## src/hdl/ppsdm_pkg.sv

```systemverilog
// ----------------------------------------------------------------------------
// PPS-to-UTC delay meter: shared types and constants
// Status codes, register indexes and the reciprocal constants that turn the
// divisions by 100 and 1000 into multiplications.
// ----------------------------------------------------------------------------
package ppsdm_pkg;

	typedef enum logic [1:0] {
		STATUS_OK       = 2'd0,
		STATUS_NO_PPS   = 2'd1,
		STATUS_TOO_LONG = 2'd2
	} status_t;

	localparam logic REG_SAMPLES_PER_TENTH = 1'b0;
	localparam logic REG_MAX_DELAY         = 1'b1;

	localparam int CFG_WIDTH    = 16;
	localparam int UTC_WIDTH    = 27;
	localparam int TENTHS_WIDTH = 20;
	localparam int SEC_WIDTH    = 17;
	localparam int DIGIT_WIDTH  = 4;
	localparam int SCALE_WIDTH  = DIGIT_WIDTH + CFG_WIDTH;
	localparam int DELAY_WIDTH  = 32;

	localparam logic [UTC_WIDTH-1:0] UTC_MS_MAX = 27'd86399999;
	localparam logic [UTC_WIDTH:0]   ROUND_HALF = 28'd50;

	// floor(x / 100) = (x * RECIP_100) >> 34 and floor(x / 1000) =
	// (x * RECIP_1000) >> 37 hold exactly for every x below 2^27.
	localparam int                  RECIP_WIDTH = 28;
	localparam logic [RECIP_WIDTH-1:0] RECIP_100  = 28'd171798692;
	localparam int                  SHIFT_100   = 34;
	localparam logic [RECIP_WIDTH-1:0] RECIP_1000 = 28'd137438954;
	localparam int                  SHIFT_1000  = 37;

	localparam logic [CFG_WIDTH-1:0]   SPT_RESET   = 16'd50;
	localparam logic [CFG_WIDTH-1:0]   MAX_RESET   = 16'd300;
	localparam logic [DELAY_WIDTH-1:0] DELAY_RESET = 32'd50;

endpackage

```

## src/hdl/pps_to_utc_delay_meter.sv

```systemverilog
// ----------------------------------------------------------------------------
// PPS-to-UTC delay meter
// Measures, in samples, how far the latched PPS edge lies from the UTC second
// that the receiver reports, and holds the result between tenths changes.
// ----------------------------------------------------------------------------
// Usage:
// The slave stream carries one sample per beat: the thresholded PPS level and
// the receiver's UTC time of day in milliseconds. The master stream returns
// one beat per sample with a status code and the held delay in samples
// (zero unless the status says the delay is valid). The configuration port
// sets the samples per tenth of a second and the largest valid delay; write
// it only while no beat is in flight.
// Throughput is one beat per cycle unless the receiver stalls: the tenths
// rounding is one stage of reciprocal multipliers, the tenths digit scaling a
// second, and the state update with the delay subtraction a third, which is
// also the output stage. When the receiver stalls, the whole pipeline holds
// and s_tready falls.
// Reset clears the sample counter and edge history, sets the status to "no
// PPS yet" with a held delay of 50, and loads the register defaults.
// ----------------------------------------------------------------------------
module pps_to_utc_delay_meter #(
	parameter int COUNT_WIDTH = 32
) (
	input  logic        clk,
	input  logic        arst_n,
	input  logic        s_tvalid,
	output logic        s_tready,
	input  logic [31:0] s_tdata,   // [0] pps_high, [27:1] utc_ms, [31:28] zero
	output logic        m_tvalid,
	input  logic        m_tready,
	output logic [39:0] m_tdata,   // [1:0] status, [33:2] delay_samples, [39:34] zero
	input  logic        cfg_we,
	input  logic        cfg_addr,
	input  logic [ppsdm_pkg::CFG_WIDTH-1:0] cfg_wdata
);
	import ppsdm_pkg::*;

	localparam int DW = ((COUNT_WIDTH > DELAY_WIDTH) ? COUNT_WIDTH : DELAY_WIDTH) + 2;
	localparam int PW = 2 * RECIP_WIDTH;

	// Configuration registers
	logic [CFG_WIDTH-1:0] spt_q;
	logic [CFG_WIDTH-1:0] max_q;

	always_ff @(posedge clk or negedge arst_n) begin
		if (!arst_n) begin
			spt_q <= SPT_RESET;
			max_q <= MAX_RESET;
		end else if (cfg_we) begin
			case (cfg_addr)
				REG_SAMPLES_PER_TENTH: spt_q <= cfg_wdata;
				REG_MAX_DELAY:         max_q <= cfg_wdata;
				default:               ;
			endcase
		end
	end

	// Pipeline control: all stages advance together.
	logic v1_q, v2_q, out_valid_q;
	logic adv;

	assign adv      = !out_valid_q || m_tready;
	assign s_tready = adv;
	assign m_tvalid = out_valid_q;

	always_ff @(posedge clk or negedge arst_n) begin
		if (!arst_n) begin
			v1_q        <= 1'b0;
			v2_q        <= 1'b0;
			out_valid_q <= 1'b0;
		end else if (adv) begin
			v1_q        <= s_tvalid;
			v2_q        <= v1_q;
			out_valid_q <= v2_q;
		end
	end

	// Stage 1: clamp, round to tenths and whole seconds.
	logic [UTC_WIDTH-1:0] utc_ms;
	logic [UTC_WIDTH-1:0] ms_clamped;
	logic [UTC_WIDTH:0]   ms_rounded;
	logic [PW-1:0]        mul100, mul1000;

	assign utc_ms     = s_tdata[UTC_WIDTH:1];
	assign ms_clamped = (utc_ms > UTC_MS_MAX) ? UTC_MS_MAX : utc_ms;
	assign ms_rounded = {1'b0, ms_clamped} + ROUND_HALF;
	assign mul100     = {{(PW-UTC_WIDTH-1){1'b0}}, ms_rounded} *
	                    {{(PW-RECIP_WIDTH){1'b0}}, RECIP_100};
	assign mul1000    = {{(PW-UTC_WIDTH-1){1'b0}}, ms_rounded} *
	                    {{(PW-RECIP_WIDTH){1'b0}}, RECIP_1000};

	logic                    high_s1;
	logic [TENTHS_WIDTH-1:0] tenths_s1;
	logic [SEC_WIDTH-1:0]    sec_s1;

	always_ff @(posedge clk) begin
		if (adv) begin
			high_s1   <= s_tdata[0];
			tenths_s1 <= mul100[SHIFT_100 +: TENTHS_WIDTH];
			sec_s1    <= mul1000[SHIFT_1000 +: SEC_WIDTH];
		end
	end

	// Stage 2: tenths digit scaled to samples.
	logic [TENTHS_WIDTH-1:0] digit_full;
	logic [DIGIT_WIDTH-1:0]  digit;
	logic [SCALE_WIDTH-1:0]  scale;

	assign digit_full = tenths_s1 - {sec_s1, 3'b000} - {2'b00, sec_s1, 1'b0};
	assign digit      = digit_full[DIGIT_WIDTH-1:0];
	assign scale      = {{CFG_WIDTH{1'b0}}, digit} * {{DIGIT_WIDTH{1'b0}}, spt_q};

	logic                    high_s2;
	logic [TENTHS_WIDTH-1:0] tenths_s2;
	logic [SEC_WIDTH-1:0]    sec_s2;
	logic [SCALE_WIDTH-1:0]  scale_s2;

	always_ff @(posedge clk) begin
		if (adv) begin
			high_s2   <= high_s1;
			tenths_s2 <= tenths_s1;
			sec_s2    <= sec_s1;
			scale_s2  <= scale;
		end
	end

	// Stage 3: edge tracking, latch on a whole-second step, held result.
	logic [COUNT_WIDTH-1:0]  sample_index_q;
	logic                    started_high_q, pulse_high_q;
	logic                    pend_valid_q, lat_valid_q;
	logic [COUNT_WIDTH-1:0]  pend_index_q, lat_index_q;
	logic [TENTHS_WIDTH-1:0] last_tenths_q;
	logic [SEC_WIDTH-1:0]    last_sec_q;
	status_t                 held_status_q;
	logic signed [DELAY_WIDTH-1:0] held_delay_q;

	logic                    first, step;
	logic                    nxt_started, nxt_pulse, nxt_pend_valid, nxt_lat_valid;
	logic [COUNT_WIDTH-1:0]  nxt_pend_index, nxt_lat_index, elapsed;
	logic signed [DW-1:0]    diff;
	logic signed [DELAY_WIDTH-1:0] diff_sat, nxt_delay;
	status_t                 nxt_status;

	localparam logic signed [DW-1:0] SAT_HI = {{(DW-DELAY_WIDTH){1'b0}}, 32'h7FFF_FFFF};
	localparam logic signed [DW-1:0] SAT_LO = {{(DW-DELAY_WIDTH){1'b1}}, 32'h8000_0000};

	always_comb begin
		first          = (sample_index_q == '0);
		nxt_started    = started_high_q;
		nxt_pulse      = pulse_high_q;
		nxt_pend_valid = pend_valid_q;
		nxt_pend_index = pend_index_q;
		if (high_s2) begin
			if (first) begin
				nxt_started = 1'b1;
			end else if (!pulse_high_q && !started_high_q) begin
				nxt_pulse      = 1'b1;
				nxt_pend_valid = 1'b1;
				nxt_pend_index = sample_index_q;
			end
		end else begin
			nxt_pulse   = 1'b0;
			nxt_started = 1'b0;
		end

		// The first sample only seeds the tenths history.
		step          = !first && (tenths_s2 != last_tenths_q);
		nxt_lat_valid = lat_valid_q;
		nxt_lat_index = lat_index_q;
		if (step && (sec_s2 > last_sec_q)) begin
			nxt_lat_valid = nxt_pend_valid;
			nxt_lat_index = nxt_pend_index;
		end

		elapsed  = sample_index_q - nxt_lat_index;
		diff     = $signed({{(DW-COUNT_WIDTH){1'b0}}, elapsed}) -
		           $signed({{(DW-SCALE_WIDTH){1'b0}}, scale_s2});
		if (diff > SAT_HI)
			diff_sat = SAT_HI[DELAY_WIDTH-1:0];
		else if (diff < SAT_LO)
			diff_sat = SAT_LO[DELAY_WIDTH-1:0];
		else
			diff_sat = diff[DELAY_WIDTH-1:0];

		nxt_delay  = step ? diff_sat : held_delay_q;
		nxt_status = step ? STATUS_OK : held_status_q;
		if (!nxt_lat_valid)
			nxt_status = STATUS_NO_PPS;
		if ((nxt_status == STATUS_OK) &&
		    (nxt_delay > $signed({{(DELAY_WIDTH-CFG_WIDTH){1'b0}}, max_q})))
			nxt_status = STATUS_TOO_LONG;
	end

	always_ff @(posedge clk or negedge arst_n) begin
		if (!arst_n) begin
			sample_index_q <= '0;
			started_high_q <= 1'b0;
			pulse_high_q   <= 1'b0;
			pend_valid_q   <= 1'b0;
			pend_index_q   <= '0;
			lat_valid_q    <= 1'b0;
			lat_index_q    <= '0;
			last_tenths_q  <= '0;
			last_sec_q     <= '0;
			held_status_q  <= STATUS_NO_PPS;
			held_delay_q   <= DELAY_RESET;
		end else if (adv && v2_q) begin
			sample_index_q <= sample_index_q + COUNT_WIDTH'(1);
			started_high_q <= nxt_started;
			pulse_high_q   <= nxt_pulse;
			pend_valid_q   <= nxt_pend_valid;
			pend_index_q   <= nxt_pend_index;
			lat_valid_q    <= nxt_lat_valid;
			lat_index_q    <= nxt_lat_index;
			// Equal to the old value whenever no tenths change is seen.
			last_tenths_q  <= tenths_s2;
			last_sec_q     <= sec_s2;
			held_status_q  <= nxt_status;
			held_delay_q   <= nxt_delay;
		end
	end

	assign m_tdata = {6'd0,
	                  (held_status_q == STATUS_OK) ? held_delay_q : {DELAY_WIDTH{1'b0}},
	                  held_status_q};

	// Assertions
	a_ok_needs_edge: assert property (@(posedge clk) disable iff (!arst_n)
		held_status_q == STATUS_OK |-> lat_valid_q)
		else $error("delay reported valid without a latched PPS edge");

	a_hold_on_stall: assert property (@(posedge clk) disable iff (!arst_n)
		out_valid_q && !m_tready |=> $stable(held_delay_q) && $stable(held_status_q))
		else $error("held result changed while the output beat was stalled");

	a_pending_sticks: assert property (@(posedge clk) disable iff (!arst_n)
		!$fell(pend_valid_q) && !$fell(lat_valid_q))
		else $error("edge valid flag cleared after being set");

	a_count_on_beat: assert property (@(posedge clk) disable iff (!arst_n)
		sample_index_q != $past(sample_index_q) |-> $past(adv && v2_q))
		else $error("sample counter moved without a beat leaving stage two");

endmodule

```

## config.mk

```make
export PLATFORM = sky130hd
export DESIGN_NAME = pps_to_utc_delay_meter
export DESIGN_NICKNAME = d
export VERILOG_FILES = /design/src/hdl/ppsdm_pkg.sv /design/src/hdl/pps_to_utc_delay_meter.sv
export SDC_FILE = /design/constraint.sdc
export NUM_CORES = 2
export LEC_CHECK = 0
export ABC_AREA = 0
export BUFFER_PORTS_ARGS = -buffer_cell sky130_fd_sc_hd__buf_2
export CORE_MARGIN = 2
export CORE_UTILIZATION = 62
export DETAILED_ROUTE_END_ITERATION = 8
export GPL_ROUTABILITY_DRIVEN = 0
export HOLD_SLACK_MARGIN = 0.1
export MAX_ROUTING_LAYER = met4
export PLACE_DENSITY = 0.78
export RECOVER_POWER = 100
export SKIP_CTS_REPAIR_TIMING = 1
export SLEW_MARGIN = 5
export SYNTH_ARGS = -nofsm -noshare
export SYNTH_HDL_FRONTEND = slang
export SYNTH_SLANG_ARGS = --single-unit
```

## constraint.sdc

```tcl
create_clock -name clk -period 14.6 [get_ports clk]
set_clock_uncertainty 0.15 [all_clocks]
set_input_delay 0.73 -clock clk [delete_from_list [all_inputs] [get_ports clk]]
set_output_delay 0.73 -clock clk [all_outputs]
set_load 0.01 [all_outputs]
```

======== Yosys cells after proc, flatten, opt, wreduce, memory -nomap -nowiden ========
Index checks and enable logic that the tools add are counted.
storage, ports and cells
  input port bits ......................... 54
  register bits after elaboration ......... 302
  word-level logic and storage cells ...... 80
  output and inout bits ................... 42
cells by class
  reduce and logical (&&, ||, !) cells .... 17
  bitwise logic cells ..................... 1
  $mul .................................... 3
  add/sub/neg operators ................... 6
  order comparisons ....................... 5
  equal/unequal tests ..................... 4
  mux-type cells .......................... 21
operators with widths
  operator                  count
  $mux W32                  8
  $mul A28 B27 Y53 const B  1
  $mul A28 B26 Y52 const B  1
  $gt A33 B32 Y1 const B    1
  $lt A33 B32 Y1 const B    1
  $sub A32 B20 Y33          1
  $add A32 B1 Y32 const B   1
  $gt A32 B17 Y1            1
  $logic_not A32 Y1         1
  $sub A32 B32 Y32          1
  $add A27 B6 Y28 const B   1
  $gt A27 B27 Y1 const B    1
  $mux W27                  1
  $mul A4 B16 Y20           1
  $ne A20 B20 Y1            1
  $gt A17 B17 Y1            1
  $mux W1                   9
  $sub A4 B4 Y4             2
  $mux W2                   3
  $reduce_and A2 Y1         3
  $logic_and A1 B1 Y1       5
  $logic_not A1 Y1          4
  $logic_not A2 Y1          2
  $ne A2 B2 Y1 const B      2
  4 further kinds           4

======== Logic depth before layout (Yosys ltp) ========
  depth after elaboration ................. 15
  depth in mapped cells ................... 46
  depth with buffers taken out ............ 44

======== Worst setup path before layout ========
Ideal clock, no wire load.
  kind .................................... input to register
  start ................................... input port s_tdata[15]
  end ..................................... register tenths_s1[19] (data pin)
  library setup time ...................... 136 ps
  required time ........................... 14314 ps
  slack ................................... 4042 ps
  buffers on the path ..................... 2
  arrival ................................. 10272 ps
  stages on the path ...................... 39
  cells stage by stage .................... a211oi_1 -> o311ai_0 -> a211oi_1 -> nor2_1 -> clkbuf_1 -> nor2_1 -> inv_1 -> ha_1 -> a21oi_1 -> nand2b_1 -> nor2b_1 -> and3_1 -> clkbuf_1 -> nand4_1 -> xor2_1 -> o21ai_0 -> ha_1 -> fa_1 -> (+3 left out) -> fa_1 -> fa_1 -> inv_1 -> fa_1 -> ha_1 -> a21o_1 -> a21o_1 -> a21o_1 -> a21oi_1 -> o22ai_1 -> a31o_2 -> o31a_1 -> and2_1 -> nand4_1 -> a21oi_1 -> o41a_1 -> or4_1 -> nand3_1
between the ends
  word-level cells in the longest chain between the ends .. 4
ends and longest elaborated chain
  item                    line                          source
  start: declaration      pps_to_utc_delay_meter.sv:28  input logic [31:0] s_tdata,
  $gt A27 B27 Y1          pps_to_utc_delay_meter.sv:85  assign ms_clamped = (utc_ms > UTC_MS_MAX) ? UTC_MS_MAX : utc_ms;
  $mux W27 (*)            pps_to_utc_delay_meter.sv:85
  $add A27 B6 Y28 (*)     pps_to_utc_delay_meter.sv:86  assign ms_rounded = {1'b0, ms_clamped} + ROUND_HALF;
  $mul A28 B26 Y52 (*)    pps_to_utc_delay_meter.sv:87  assign mul100 = {{(PW-UTC_WIDTH-1){1'b0}}, ms_rounded} *
  via mul100[53]          pps_to_utc_delay_meter.sv:82  logic [PW-1:0] mul100, mul1000;
  end signal: assignment  pps_to_utc_delay_meter.sv:99  tenths_s1 <= mul100[SHIFT_100 +: TENTHS_WIDTH];
  end: declaration        pps_to_utc_delay_meter.sv:93  logic [TENTHS_WIDTH-1:0] tenths_s1;
Mark *: on every way through the listed nets, which the timed path passes. The rest lies on a longest branch.
A chain may end at the register's enable or synchronous reset.

======== Final worst setup path ========
  start ................................... register sample_index_q[1]
  end ..................................... register held_status_q[1]
between the ends
  word-level cells in the longest chain between the ends .. 14
  elaborated cells between the ends (all ways) .. 24
  those cells by class .................... 2 x add/sub; 3 x order compare; 13 x mux; 6 x reduce/logical
ends and longest elaborated chain
  item                      line                           source
  start: declaration        pps_to_utc_delay_meter.sv:128  logic [COUNT_WIDTH-1:0] sample_index_q;
  start signal: assignment  pps_to_utc_delay_meter.sv:208  sample_index_q <= sample_index_q + COUNT_WIDTH'(1);
  $logic_not A32 Y1         pps_to_utc_delay_meter.sv:148  first = (sample_index_q == '0);
  $logic_not A1 Y1          pps_to_utc_delay_meter.sv:167  step = !first && (tenths_s2 != last_tenths_q);
  $logic_and A1 B1 Y1       pps_to_utc_delay_meter.sv:167
  $logic_and A1 B1 Y1       pps_to_utc_delay_meter.sv:170  if (step && (sec_s2 > last_sec_q)) begin
  $mux W32                  pps_to_utc_delay_meter.sv:170
  $sub A32 B32 Y32          pps_to_utc_delay_meter.sv:175  elapsed = sample_index_q - nxt_lat_index;
  $sub A32 B20 Y33          pps_to_utc_delay_meter.sv:176  diff = $signed({{(DW-COUNT_WIDTH){1'b0}}, elapsed}) -
  $lt A33 B32 Y1            pps_to_utc_delay_meter.sv:180  else if (diff < SAT_LO)
  $mux W32                  pps_to_utc_delay_meter.sv:180
  $mux W32                  pps_to_utc_delay_meter.sv:178  if (diff > SAT_HI)
  $mux W32 (*)              pps_to_utc_delay_meter.sv:185  nxt_delay = step ? diff_sat : held_delay_q;
  via nxt_delay[1]          pps_to_utc_delay_meter.sv:141  logic signed [DELAY_WIDTH-1:0] diff_sat, nxt_delay;
  $gt A32 B17 Y1 (*)        pps_to_utc_delay_meter.sv:190  (nxt_delay > $signed({{(DELAY_WIDTH-CFG_WIDTH){1'b0}}, max_q})))
  $logic_and A1 B1 Y1 (*)   pps_to_utc_delay_meter.sv:189  if ((nxt_status == STATUS_OK) &&
  $mux W2 (*)               pps_to_utc_delay_meter.sv:189
  end signal: assignment    pps_to_utc_delay_meter.sv:218  held_status_q <= nxt_status;
  end: declaration          pps_to_utc_delay_meter.sv:134  status_t held_status_q;
Marks and branches as above.

==> impl_table.tex <==
\begin{tabular}{lr}
\hline
Metric & Value \\
\hline
\multicolumn{2}{l}{\textbf{Worst hold path}} \\
Origin of the worst min-delay path & s\_tvalid \\
Worst Hold End & v1\_q \\
Worst hold path stage count & 2 \\
Hold crit path type & primary input to flip-flop \\
\multicolumn{2}{l}{\textbf{Worst setup path}} \\
Kind of capture point of the worst setup path & flip-flop \\
Maximum single-stage delay on the critical path & 1.62 ns \\
Req. time, crit path & 14.89 ns \\
Cell with the biggest individual delay on the critical path & sky130\_fd\_sc\_hd\_\_clkbuf\_1 \\
Capturing point of the worst reg2reg path & held\_status\_q[1] \\
Startpoint of the worst register-to-register path & sample\_index\_q[1] \\
Largest fanout on the critical path & 31 \\
Setup slack of the most critical reg-to-reg path & 2.47 ns \\
Critical path class & flip-flop to flip-flop \\
Arrival time of data at the critical path endpoint & around 12 ns \\
Cell occurring most often along the worst timing path & sky130\_fd\_sc\_hd\_\_ha\_1 \\
Critical Path Start Type & flip-flop \\
Length in cells of the worst reg-to-reg path & 42 \\
\multicolumn{2}{l}{\textbf{Timing}} \\
Final number of setup-violating endpoints & 0 \\
Relative max-transition margin & -163\% \\
Max Slew Vio Count & approximately 530 \\
Least-Margin Pin Slew & 3.94 ns \\
Final critical-path share of the clock period & 83.1\% \\
Max Clock Freq & about 0.08 GHz \\
Unrepaired setup endpoints after global routing & no \\
Minimum period implied by the final worst setup slack & 12.13 ns \\
Sum Neg Setup Slack & 0 ns \\
Total count of hold-check failures in the final report & 0 \\
\multicolumn{2}{l}{\textbf{Global routing}} \\
Total overflow reported by the global router & 0 \\
Aggregate global-route resource usage & 30.6\% \\
Wire length of the first global-routing pass & 154000 um \\
Number of antenna violations at the first check in global routing & 1 \\
Number of global-route vias before repair & a little under 30000 \\
Maximum number of pins on one net before global-route repair & 90 \\
\multicolumn{2}{l}{\textbf{Yosys}} \\
Post-synth top area share & 26.3\% \\
Biggest area contributors in the synthesized netlist & sky130\_fd\_sc\_hd\_\_fa\_1, sky130\_fd\_sc\_hd\_\_ha\_1, sky130\_fd\_sc\_hd\_\_dfrtp\_1 \\
Number of library cell types mapped by synthesis & 94 \\
Post-Syn Area per Cell & 10.1 um\^{}2 \\
Most common flop cell mapped by yosys & sky130\_fd\_sc\_hd\_\_dfrtp\_1 \\
Post-Synthesis Cells & 3929 \\
Most instantiated cells after synthesis & sky130\_fd\_sc\_hd\_\_inv\_1, sky130\_fd\_sc\_hd\_\_ha\_1, sky130\_fd\_sc\_hd\_\_fa\_1 \\
Warnings from Yosys & 0 \\
Summed instance area of the synthesized netlist & 0.0397 mm\^{}2 \\
Fraction of the yosys area taken by sequential cells & 20.3\% \\
Async set or reset register ratio after synthesis & 68.2\% \\
Most area-hungry cell type in the Yosys netlist & sky130\_fd\_sc\_hd\_\_fa\_1 \\
Most frequent cell after synthesis & sky130\_fd\_sc\_hd\_\_inv\_1 \\
Register bit count reported by yosys & 302 \\
EDFF count, synth & 96 \\
\multicolumn{2}{l}{\textbf{Final layout}} \\
Final-stage net count & 5258 \\
Ratio of cells with drive above 1 in the final layout & a little over 6\% \\
Relative area change from synthesis to final layout & 6.59\% \\
\multicolumn{2}{l}{\textbf{CTS}} \\
Number of buffers created by CTS & 34 \\
Clock tree from TritonCTS & done \\
Clock edge transition at the registers on the reported setup and hold paths & 0.06 ns \\
Master cell of the clock root buffer & sky130\_fd\_sc\_hd\_\_clkbuf\_16 \\
Htree depth & 2 \\
Source-to-sink clock delay at the later pin of the worst-skew pair & between 0.5 and 0.6 ns \\
Maximum number of buffers from clock root to sink & 3 \\
Number of clock sinks & 302 \\
\multicolumn{2}{l}{\textbf{Drt}} \\
Routed wire length on met2 & between 40000 and 50000 um \\
Vias post-DR & 27880 \\
Average detailed-routed wire length per instance & 19.2 um \\
Post-route DRC violation count & 0 \\
Final Routed Wirelength & roughly 94000 um \\
Detailed Routing Iterations Pass 1 & 5 \\
Vias per cell & about 5.7 \\
Initial detailed-routing violation count & 1968 \\
Routed met1 length & 38400 um \\
Final ANT Viol Nets & 0 \\
Met3 wire length & between 7000 and 8000 um \\
Highest Signal Layer & met4 \\
\multicolumn{2}{l}{\textbf{Outcome}} \\
Status & complete, but fails checks \\
Violations in the final reports & max-capacitance violations, max-slew violations \\
\multicolumn{2}{l}{\textbf{Placed design}} \\
Port bufs & 85 \\
HPWL Detailed & 77100 um \\
\multicolumn{2}{l}{\textbf{Die}} \\
Starting utilization of the core area & a little over three fifths \\
Core box area & 0.0632 mm\^{}2 \\
Width of the chip & 257 um \\
Die height & 257 um \\
Placement row count & 92 \\
Total Die Area & about 0.066 mm\^{}2 \\
I/O Pins & 96 \\
\multicolumn{2}{l}{\textbf{Run}} \\
Max cap viols & 10 \\
\hline
\end{tabular}
==> final cells by class <==
cell class / count / area, um^2
timing repair buffer: 123 / 638
clock buffer: 45 / 953
antenna: 2 / 5.00
multi-input combinational: 2721 / 28200
clock inverter: 15 / 186
fill: 4782 / 20900
tap: 846 / 1060
sequential: 302 / 8050
inverter: 852 / 3200
==> cells in the final DEF (no fill, tap or decap), types with 37 or more instances in the layout <==
cell                       count
sky130_fd_sc_hd__dfrtp_1     195
sky130_fd_sc_hd__nand2b_1     41
sky130_fd_sc_hd__xnor2_1     115
sky130_fd_sc_hd__nand4_1      40
sky130_fd_sc_hd__o21ai_0     138
sky130_fd_sc_hd__and2_1       46
sky130_fd_sc_hd__xor2_1       55
sky130_fd_sc_hd__nor2_1      142
sky130_fd_sc_hd__ha_1        648
sky130_fd_sc_hd__fa_1        522
sky130_fd_sc_hd__nand3_1      37
sky130_fd_sc_hd__nand2_1     270
sky130_fd_sc_hd__clkbuf_1     41
sky130_fd_sc_hd__o21a_1       39
sky130_fd_sc_hd__inv_1       852
sky130_fd_sc_hd__mux2_2       60
sky130_fd_sc_hd__edfxtp_1     96
sky130_fd_sc_hd__a21oi_1     126
sky130_fd_sc_hd__buf_2        61
sky130_fd_sc_hd__a21o_1       51
==> routing by layer <==
layer / vias to the layer above / GRT usage (%)
met4: 0 / 10.2
li1: 12996 / -
met3: 274 / 6.96
met1: 13688 / 39.0
met5: - / -
met2: 922 / 48.7
==> cell families after synthesis <==
logic type	count (synthesis)	synth area share (%)
and+or+nand+nor	758	9.46
xor gates and xnor gates	170	3.75
muxes	92	2.53
AOI/OAI and AO/OA	510	8.31
buffers and inverters	925	8.84
other	2	0.0189
DFF	302	20.3
adders and majority gates	1170	46.8
==> how the worst max path moves through the flow <==
stage / startpoint / slack (ns) / depth (start not counted) / endpoint
after floorplan: s_tdata[15] / 4.04 / 39 / tenths_s1[19]
after global placement: s_tdata[17] / 2.93 / 40 / sec_s1[14]
after detailed placement: s_tdata[17] / 2.78 / 40 / sec_s1[14]
after CTS: s_tdata[17] / 3.33 / 40 / sec_s1[14]
after global routing: sample_index_q[1] / 1.65 / 42 / held_status_q[1]
final: sample_index_q[1] / 2.47 / 42 / held_status_q[1]
==> flip-flops by register name, indices dropped and copies added (netlist names), 2 cells and up <==
name	count
held_delay_q	32
pend_index_q	32
last_sec_q	17
tenths_s2	20
tenths_s1	20
held_status_q	2
max_q	16
last_tenths_q	20
spt_q	16
scale_s2	20
sec_s1	17
lat_index_q	32
sample_index_q	32
sec_s2	17
==> through the flow <==
| stage | area, um^2 | cells | setup WS [ns] | hold WS [ns] | utilization (%) |
|---|---|---|---|---|---|
| final | 42300 | 4906 | 2.47 | 0.258 | 66.9 |
| after floorplan | 39700 | 3948 | 4.04 | 0.250 | - |
| after global placement | 41300 | 4843 | 2.93 | 0.250 | 65.3 |
| after CTS | 42400 | 4903 | 3.33 | 0.0103 | 67.1 |
| after detailed placement | 41300 | 4843 | 2.78 | 0.255 | 65.3 |
| after global routing | 42300 | 4905 | 1.65 | 0.248 | 66.9 |
==> worst max-delay path, delay by kind of cell, from the launching register on <==
kind	cells	cell delay [ns]
adders and majority gates	4	1.20
buffers and inverters	3	2.25
AOI/OAI and AO/OA	20	4.39
and+or+nand+nor	13	3.18
xor gates and xnor gates	1	0.20
muxes	1	0.22
DFF	1	0.45
Power is not shown: default switching activity piles up to over one toggle a cycle in this logic, so the estimate is an artifact.
